`config.mk`:
```
export PLATFORM = sky130hd
export DESIGN_NAME = signed_number_extract_min_max
export DESIGN_NICKNAME = d
export VERILOG_FILES = /design/src/rtl/core/snemm_pkg.sv /design/src/rtl/core/signed_number_extract_min_max.sv
export SDC_FILE = /design/constraint.sdc
export NUM_CORES = 1
export LEC_CHECK = 0
export BUFFER_PORTS_ARGS = -buffer_cell sky130_fd_sc_hd__buf_2
export CORE_MARGIN = 5
export CORE_UTILIZATION = 54
export DETAILED_ROUTE_END_ITERATION = 6
export GPL_TIMING_DRIVEN = 1
export PLACE_DENSITY_LB_ADDON = 0.25
export SLEW_MARGIN = 0
export SYNTH_ARGS = -nofsm -noshare
export SYNTH_HDL_FRONTEND = slang
export SYNTH_SLANG_ARGS = --single-unit
```
`constraint.sdc`:
```
create_clock -name clk -period 4.9 [get_ports clk]
set_input_delay 0.49 -clock clk [delete_from_list [all_inputs] [get_ports clk]]
set_output_delay 0.49 -clock clk [all_outputs]
set_load 0.05 [all_outputs]
```
`src/rtl/core/snemm_pkg.sv`:
```
// Package for the signed number extractor: beat types, character codes,
// register addresses and reset values. No dependencies.

package snemm_pkg;

    localparam int unsigned CharW   = 8;
    localparam int unsigned DataW   = 32;
    localparam int unsigned MagW    = 31;
    localparam int unsigned AddrW   = 3;

    localparam logic [CharW-1:0] CharMinus = 8'h2D;
    localparam logic [CharW-1:0] CharZero  = 8'h30;
    localparam logic [CharW-1:0] CharNine  = 8'h39;

    localparam logic [MagW-1:0] MagMax = {MagW{1'b1}};

    localparam logic signed [DataW-1:0] MinStartReset = 32'sd999;
    localparam logic signed [DataW-1:0] MaxStartReset = -32'sd999;

    typedef enum logic
    {
        REG_MIN_START = 1'b0,
        REG_MAX_START = 1'b1
    } reg_index_t;

    typedef enum logic
    {
        KIND_CHAR    = 1'b0,
        KIND_SUMMARY = 1'b1
    } kind_t;

    typedef struct packed
    {
        logic [CharW-1:0] ch;
        logic             end_mark;
    } char_beat_t;

    typedef struct packed
    {
        kind_t                    kind;
        logic [CharW-1:0]         out_ch;
        logic signed [DataW-1:0]  min_value;
        logic signed [DataW-1:0]  max_value;
        logic                     overflow;
    } res_beat_t;

endpackage

```
`src/rtl/core/signed_number_extract_min_max.sv`:
```
// Top level of the signed number extractor with running minimum and maximum.
// Depends on snemm_pkg for beat types, character codes and register map.
//
//  Channel   Direction  Handshake               Payload
//  char      in         char_valid/char_stall   char_beat (ch, end_mark)
//  res       out        res_valid/res_stall     res_beat (kind, out_ch, min, max, overflow)
//  apb       in         psel/penable/pready     paddr, pwdata, prdata
//
// A beat goes through an input register and a result register, one beat per
// cycle sustained while the input register is not stalled.
// Digits and minus signs leave no result beat.
// Reset clears the number state and loads the start registers and running values.
// A stalled result register holds its beat; the input register then stalls only
// when its beat would produce a result.

module signed_number_extract_min_max
(
    input  logic                       clk,
    input  logic                       rst_n,
    input  logic                       char_valid,
    output logic                       char_stall,
    input  snemm_pkg::char_beat_t      char_beat,
    output logic                       res_valid,
    input  logic                       res_stall,
    output snemm_pkg::res_beat_t       res_beat,
    input  logic                       psel,
    input  logic                       penable,
    input  logic                       pwrite,
    input  logic [snemm_pkg::AddrW-1:0] paddr,
    input  logic [snemm_pkg::DataW-1:0] pwdata,
    output logic [snemm_pkg::DataW-1:0] prdata,
    output logic                       pready
);
    import snemm_pkg::*;

    logic signed [DataW-1:0] min_start_reg;
    logic signed [DataW-1:0] max_start_reg;

    logic                    in_valid_reg;
    char_beat_t              in_beat_reg;

    logic [MagW-1:0]         mag_reg;
    logic [MagW-1:0]         mag_next;
    logic                    neg_reg;
    logic                    neg_next;
    logic signed [DataW-1:0] run_min_reg;
    logic signed [DataW-1:0] run_min_next;
    logic signed [DataW-1:0] run_max_reg;
    logic signed [DataW-1:0] run_max_next;
    logic                    sat_reg;
    logic                    sat_next;

    logic                    res_valid_reg;
    res_beat_t               res_beat_reg;
    res_beat_t               res_beat_next;

    logic                    cfg_wr;
    reg_index_t              cfg_idx;
    logic                    res_load;
    logic                    advance;
    logic                    has_result;
    logic                    is_digit;
    logic                    is_minus;
    logic                    closing;
    logic [3:0]              digit;
    logic [MagW+3:0]         mag_wide;
    logic signed [DataW-1:0] num_val;
    logic signed [DataW-1:0] closed_min;
    logic signed [DataW-1:0] closed_max;

    assign pready  = 1'b1;
    assign cfg_wr  = psel && penable && pwrite;
    assign cfg_idx = reg_index_t'(paddr[2]);

    always_comb
    begin
        unique case (cfg_idx)
            REG_MIN_START: prdata = min_start_reg;
            REG_MAX_START: prdata = max_start_reg;
            default:       prdata = '0;
        endcase
    end

    always_ff @(posedge clk or negedge rst_n)
    begin
        if (!rst_n)
        begin
            min_start_reg <= MinStartReset;
            max_start_reg <= MaxStartReset;
        end
        else if (cfg_wr)
        begin
            unique case (cfg_idx)
                REG_MIN_START: min_start_reg <= pwdata;
                REG_MAX_START: max_start_reg <= pwdata;
                default:       ;
            endcase
        end
    end

    assign is_minus   = !in_beat_reg.end_mark && (in_beat_reg.ch == CharMinus);
    assign is_digit   = !in_beat_reg.end_mark && (in_beat_reg.ch >= CharZero)
                        && (in_beat_reg.ch <= CharNine);
    assign has_result = !is_minus && !is_digit;
    assign res_load   = !res_valid_reg || !res_stall;
    assign advance    = in_valid_reg && (!has_result || res_load);
    assign char_stall = in_valid_reg && !advance;

    assign digit    = 4'(in_beat_reg.ch - CharZero);
    assign mag_wide = ({4'b0, mag_reg} << 3) + ({4'b0, mag_reg} << 1)
                      + {{(MagW){1'b0}}, digit};
    assign closing  = has_result && (mag_reg != '0);
    assign num_val  = neg_reg ? -$signed({1'b0, mag_reg}) : $signed({1'b0, mag_reg});

    always_comb
    begin
        closed_min = run_min_reg;
        closed_max = run_max_reg;
        if (closing && (num_val < run_min_reg))
        begin
            closed_min = num_val;
        end
        if (closing && (num_val > run_max_reg))
        begin
            closed_max = num_val;
        end
    end

    always_comb
    begin
        mag_next      = mag_reg;
        neg_next      = neg_reg;
        run_min_next  = closed_min;
        run_max_next  = closed_max;
        sat_next      = sat_reg;
        res_beat_next = '0;
        if (in_beat_reg.end_mark)
        begin
            mag_next                = '0;
            neg_next                = 1'b0;
            run_min_next            = min_start_reg;
            run_max_next            = max_start_reg;
            sat_next                = 1'b0;
            res_beat_next.kind      = KIND_SUMMARY;
            res_beat_next.min_value = closed_min;
            res_beat_next.max_value = closed_max;
            res_beat_next.overflow  = sat_reg;
        end
        else if (is_minus)
        begin
            neg_next = 1'b1;
        end
        else if (is_digit)
        begin
            if (mag_wide[MagW+3:MagW] != '0)
            begin
                mag_next = MagMax;
                sat_next = 1'b1;
            end
            else
            begin
                mag_next = mag_wide[MagW-1:0];
            end
        end
        else
        begin
            if (closing)
            begin
                mag_next = '0;
                neg_next = 1'b0;
            end
            res_beat_next.kind   = KIND_CHAR;
            res_beat_next.out_ch = in_beat_reg.ch;
        end
    end

    always_ff @(posedge clk or negedge rst_n)
    begin
        if (!rst_n)
        begin
            in_valid_reg <= 1'b0;
        end
        else if (!char_stall)
        begin
            in_valid_reg <= char_valid;
        end
    end

    always_ff @(posedge clk)
    begin
        if (!char_stall && char_valid)
        begin
            in_beat_reg <= char_beat;
        end
    end

    always_ff @(posedge clk or negedge rst_n)
    begin
        if (!rst_n)
        begin
            mag_reg     <= '0;
            neg_reg     <= 1'b0;
            run_min_reg <= MinStartReset;
            run_max_reg <= MaxStartReset;
            sat_reg     <= 1'b0;
        end
        else if (advance)
        begin
            mag_reg     <= mag_next;
            neg_reg     <= neg_next;
            run_min_reg <= run_min_next;
            run_max_reg <= run_max_next;
            sat_reg     <= sat_next;
        end
    end

    always_ff @(posedge clk or negedge rst_n)
    begin
        if (!rst_n)
        begin
            res_valid_reg <= 1'b0;
        end
        else if (res_load)
        begin
            res_valid_reg <= advance && has_result;
        end
    end

    always_ff @(posedge clk)
    begin
        if (res_load && advance && has_result)
        begin
            res_beat_reg <= res_beat_next;
        end
    end

    assign res_valid = res_valid_reg;
    assign res_beat  = res_beat_reg;

    a_end_clears_state: assert property (@(posedge clk) disable iff (!rst_n)
        (advance && in_beat_reg.end_mark) |=> (mag_reg == '0) && !neg_reg && !sat_reg)
        else $error("End beat did not clear the number state.");

    a_char_result_fields: assert property (@(posedge clk) disable iff (!rst_n)
        (res_valid_reg && (res_beat_reg.kind == KIND_CHAR)) |->
        (res_beat_reg.min_value == '0) && (res_beat_reg.max_value == '0)
        && !res_beat_reg.overflow)
        else $error("Character beat carries summary fields.");

    a_sign_clear_on_close: assert property (@(posedge clk) disable iff (!rst_n)
        $fell(neg_reg) |-> $past(advance && (closing || in_beat_reg.end_mark)))
        else $error("Sign cleared without closing a number.");

    a_stall_only_with_result: assert property (@(posedge clk) disable iff (!rst_n)
        char_stall |-> (in_valid_reg && has_result && res_valid_reg && res_stall))
        else $error("Input stalled without a blocked result.");

endmodule
```
==> metrics.txt <==
Synth Register Bits=246; hpwl dp=29.3 mm; Residual DRC=0; row cnt=61; FILL cells=2,225; largest net degree at the start of global routing=107; commonest cells after routing, fill and taps aside=buf_2, ha_1, a21oi_1; Starting Density=0.543; crit-path cells=or4_4, or4_4, nor2_1, nand3_1, o21ai_1, xnor2_2, ha_1, a21oi_1, nor2b_1, o21ai_0, o2111ai_2, o21ai_0, buf_4, o21bai_4, or3_1, buf_4, o221a_1; Worst path top cell family by delay=simple AND/OR/NAND/NOR gates; Tot GR Track Use=0.252; # clock sinks=246; max-cap viol count=0; most common library cell in the layout ignoring fill and taps=buf_2; Storage cell area=6650 um^2; CTS H-Tree Depth=1; IO Count=160; Yosys warnings=0; Worst EP arrival=between 5 and 6 ns; Setup crit start kind=flop; synth-to-layout area growth=16.3%; gpl congestion=0.889; Clk pwr share=0.288; Sw Share=0.351; min cycle time layout=4.78 ns; max reg flops=74; worst slew pin tran=just under 1 ns; fraction of layout cells with a size suffix above 1=0.293; Post-Synthesis Cells=1,414; Yosys top cell by area=edfxtp_1; EDFF count, synth=83; total negative slack=0 ns; outcome=finished clean; Post-Syn Area=15,000 um^2; Total Die Area=slightly above 30,000 um^2; initial antenna violation count=1; Synth cell types=73; Skew-Pair Late Insertion Delay=0.54 ns; TritonCTS Buffers=26; NetSw=0.00250 W; Clock Root Buffer=clkbuf_16; DR iter-0 viols=around 930; via count=roughly 12k; # hold bufs at CTS=0; Port Buffer Count=156; Post-Route WL=40.6 mm; drt pass-1 iters=7; Via density=6.11; element type at the critical path end=flop; critical path's slowest cell=or4_4; Overflow after GRT=0; Hold Path Class=primary input to asynchronous set/reset pin; async set-or-reset flop fraction in the synthesized netlist=0.663; clock tree buffer depth=3; ant diodes=0; Avg Inst Size Synth=10.6 um^2; clk_skew=between 0.01 and 0.015 ns; dpl ws=-0.00846 ns; fin cells=1,974; Die X=176 um; number of global-route vias before repair=11.8k; Slew headroom=0.339; Synth area leaders=edfxtp_1, dfrtp_1, dfstp_2, ha_1, mux2_2; final setup fails=0; final setup margin=approximately 0.12 ns; critical path's largest stage delay=0.56 ns; routed len/inst=20.6 um; Seq/Total Area, Yosys=0.445; footprint of the multi-input gates=7810 um^2; Die H=~180 um; sequential share of power=0.414; Static Leakage=8.20 nW; ANT nets after route=0; Achievable Freq=209 MHz; PwrDens=between 400 and 500 nW/um^2; Synth Flop Type=dfrtp_1; Final nets=1,754; post-synth top area share=0.167; maximum VDD drop=242 uV; Critical Path Fanout Max=15; Reg clk slew, reported paths=roughly 0.06 ns; critical path required time=5.31 ns; Syn Nets=1,592; Period Utilization, post-route=0.975; final hold vios=0; internal power=0.00463 W; first-pass GRT wire length=63.4 mm; CTS tree=yes; Crit Path Category=flop to flop; core area=27,600 um^2; Bufs and invs on worst path=2; Inst Count DP=1,922; Logic pwr share=0.298; max-slew violations=0
-- final cells by class --
type                    instances  share of cell area
inverters                      75              0.0162
flip-flops and latches        246               0.382
multi-input cells            1009               0.449
well taps                     378              0.0272
repair buffers                218              0.0743
clock buffers                  33              0.0407
clock inverters                15              0.0106
-- through the flow --
stage | instance area, um^2 | power, W | hold WS (ns) | utilization
after floorplan | 15000 | 0.00448 | 0.194 | -
after global placement | 16300 | 0.00499 | 0.453 | 0.592
after detailed placement | 16300 | 0.00506 | 0.469 | 0.592
after CTS | 17200 | 0.00712 | 0.116 | 0.625
after global routing | 17400 | 0.00744 | 0.124 | 0.632
final | 17400 | 0.00714 | 0.100 | 0.632
-- metal layers --
metal,track usage,share of wire
met4,0.0674,0.024
met1,0.356,0.44
met3,0.0336,0.065
met2,0.414,0.48
met5,0,0.00032
-- cell families (layout without fill, tap and decap cells) --
kind of cell	after synthesis	count (layout)	synth area share
AOI/OAI and AO/OA	425	425	0.192
DFF	246	246	0.445
xor gates and xnor gates	58	58	0.0345
buffers and inverters	159	341	0.0452
muxes	101	101	0.0757
and+or+nand+nor	297	297	0.101
adders and majority gates	127	127	0.107
other	1	1	0.000251
-- power groups by stage --
stage,Clock (W),Combinational (W),Sequential (W)
3_3_place_gp,0,0.00203,0.00296
2_1_floorplan,0,0.00121,0.00327
4_1_cts,0.00208,0.00210,0.00295
3_5_place_dp,0,0.00209,0.00298
5_1_grt,0.00216,0.00229,0.00299
6_report,0.00206,0.00213,0.00295
-- worst paths after layout --
check | slack, ns | endpoint | depth (start not counted) | from
max in group asynchronous | 3.77 | min_start_reg[0] | 2 | rst_n
min in group clk | 0.13 | in_beat_reg[8] | 1 | char_beat[8]
setup reg to reg | 0.12 | run_min_reg[25] | 17 | mag_reg[10]
hold / removal | 0.10 | run_min_reg[21] | 1 | rst_n
hold reg to reg | 0.48 | sat_reg | 1 | sat_reg
setup / recovery | 0.12 | run_min_reg[25] | 17 | mag_reg[10]
-- synth_stat cells (all sizes together), types with 8 or more instances --
cell type,n
xnor2,41
nor3,8
xor2,17
a211oi,42
nand2b,24
o22ai,26
dfstp,66
buf,28
o211ai,9
nand3,14
inv,75
o31ai,25
nand2,66
a21oi,121
dfrtp,97
o21ai,80
or3,29
nor2,83
mux2,97
nand4,22
edfxtp,83
clkbuf,56
a221o,33
ha,125
nor2b,10
and2,11
a21o,22
o221a,23
-- timing repair --
item	4_1_cts	5_1_grt
endpoints found under the setup margin	7	120
pin swaps	0	3
cloned	0	1
resized for setup	2	27
buffers inserted	0	3
(Power assumes the default switching activity.)
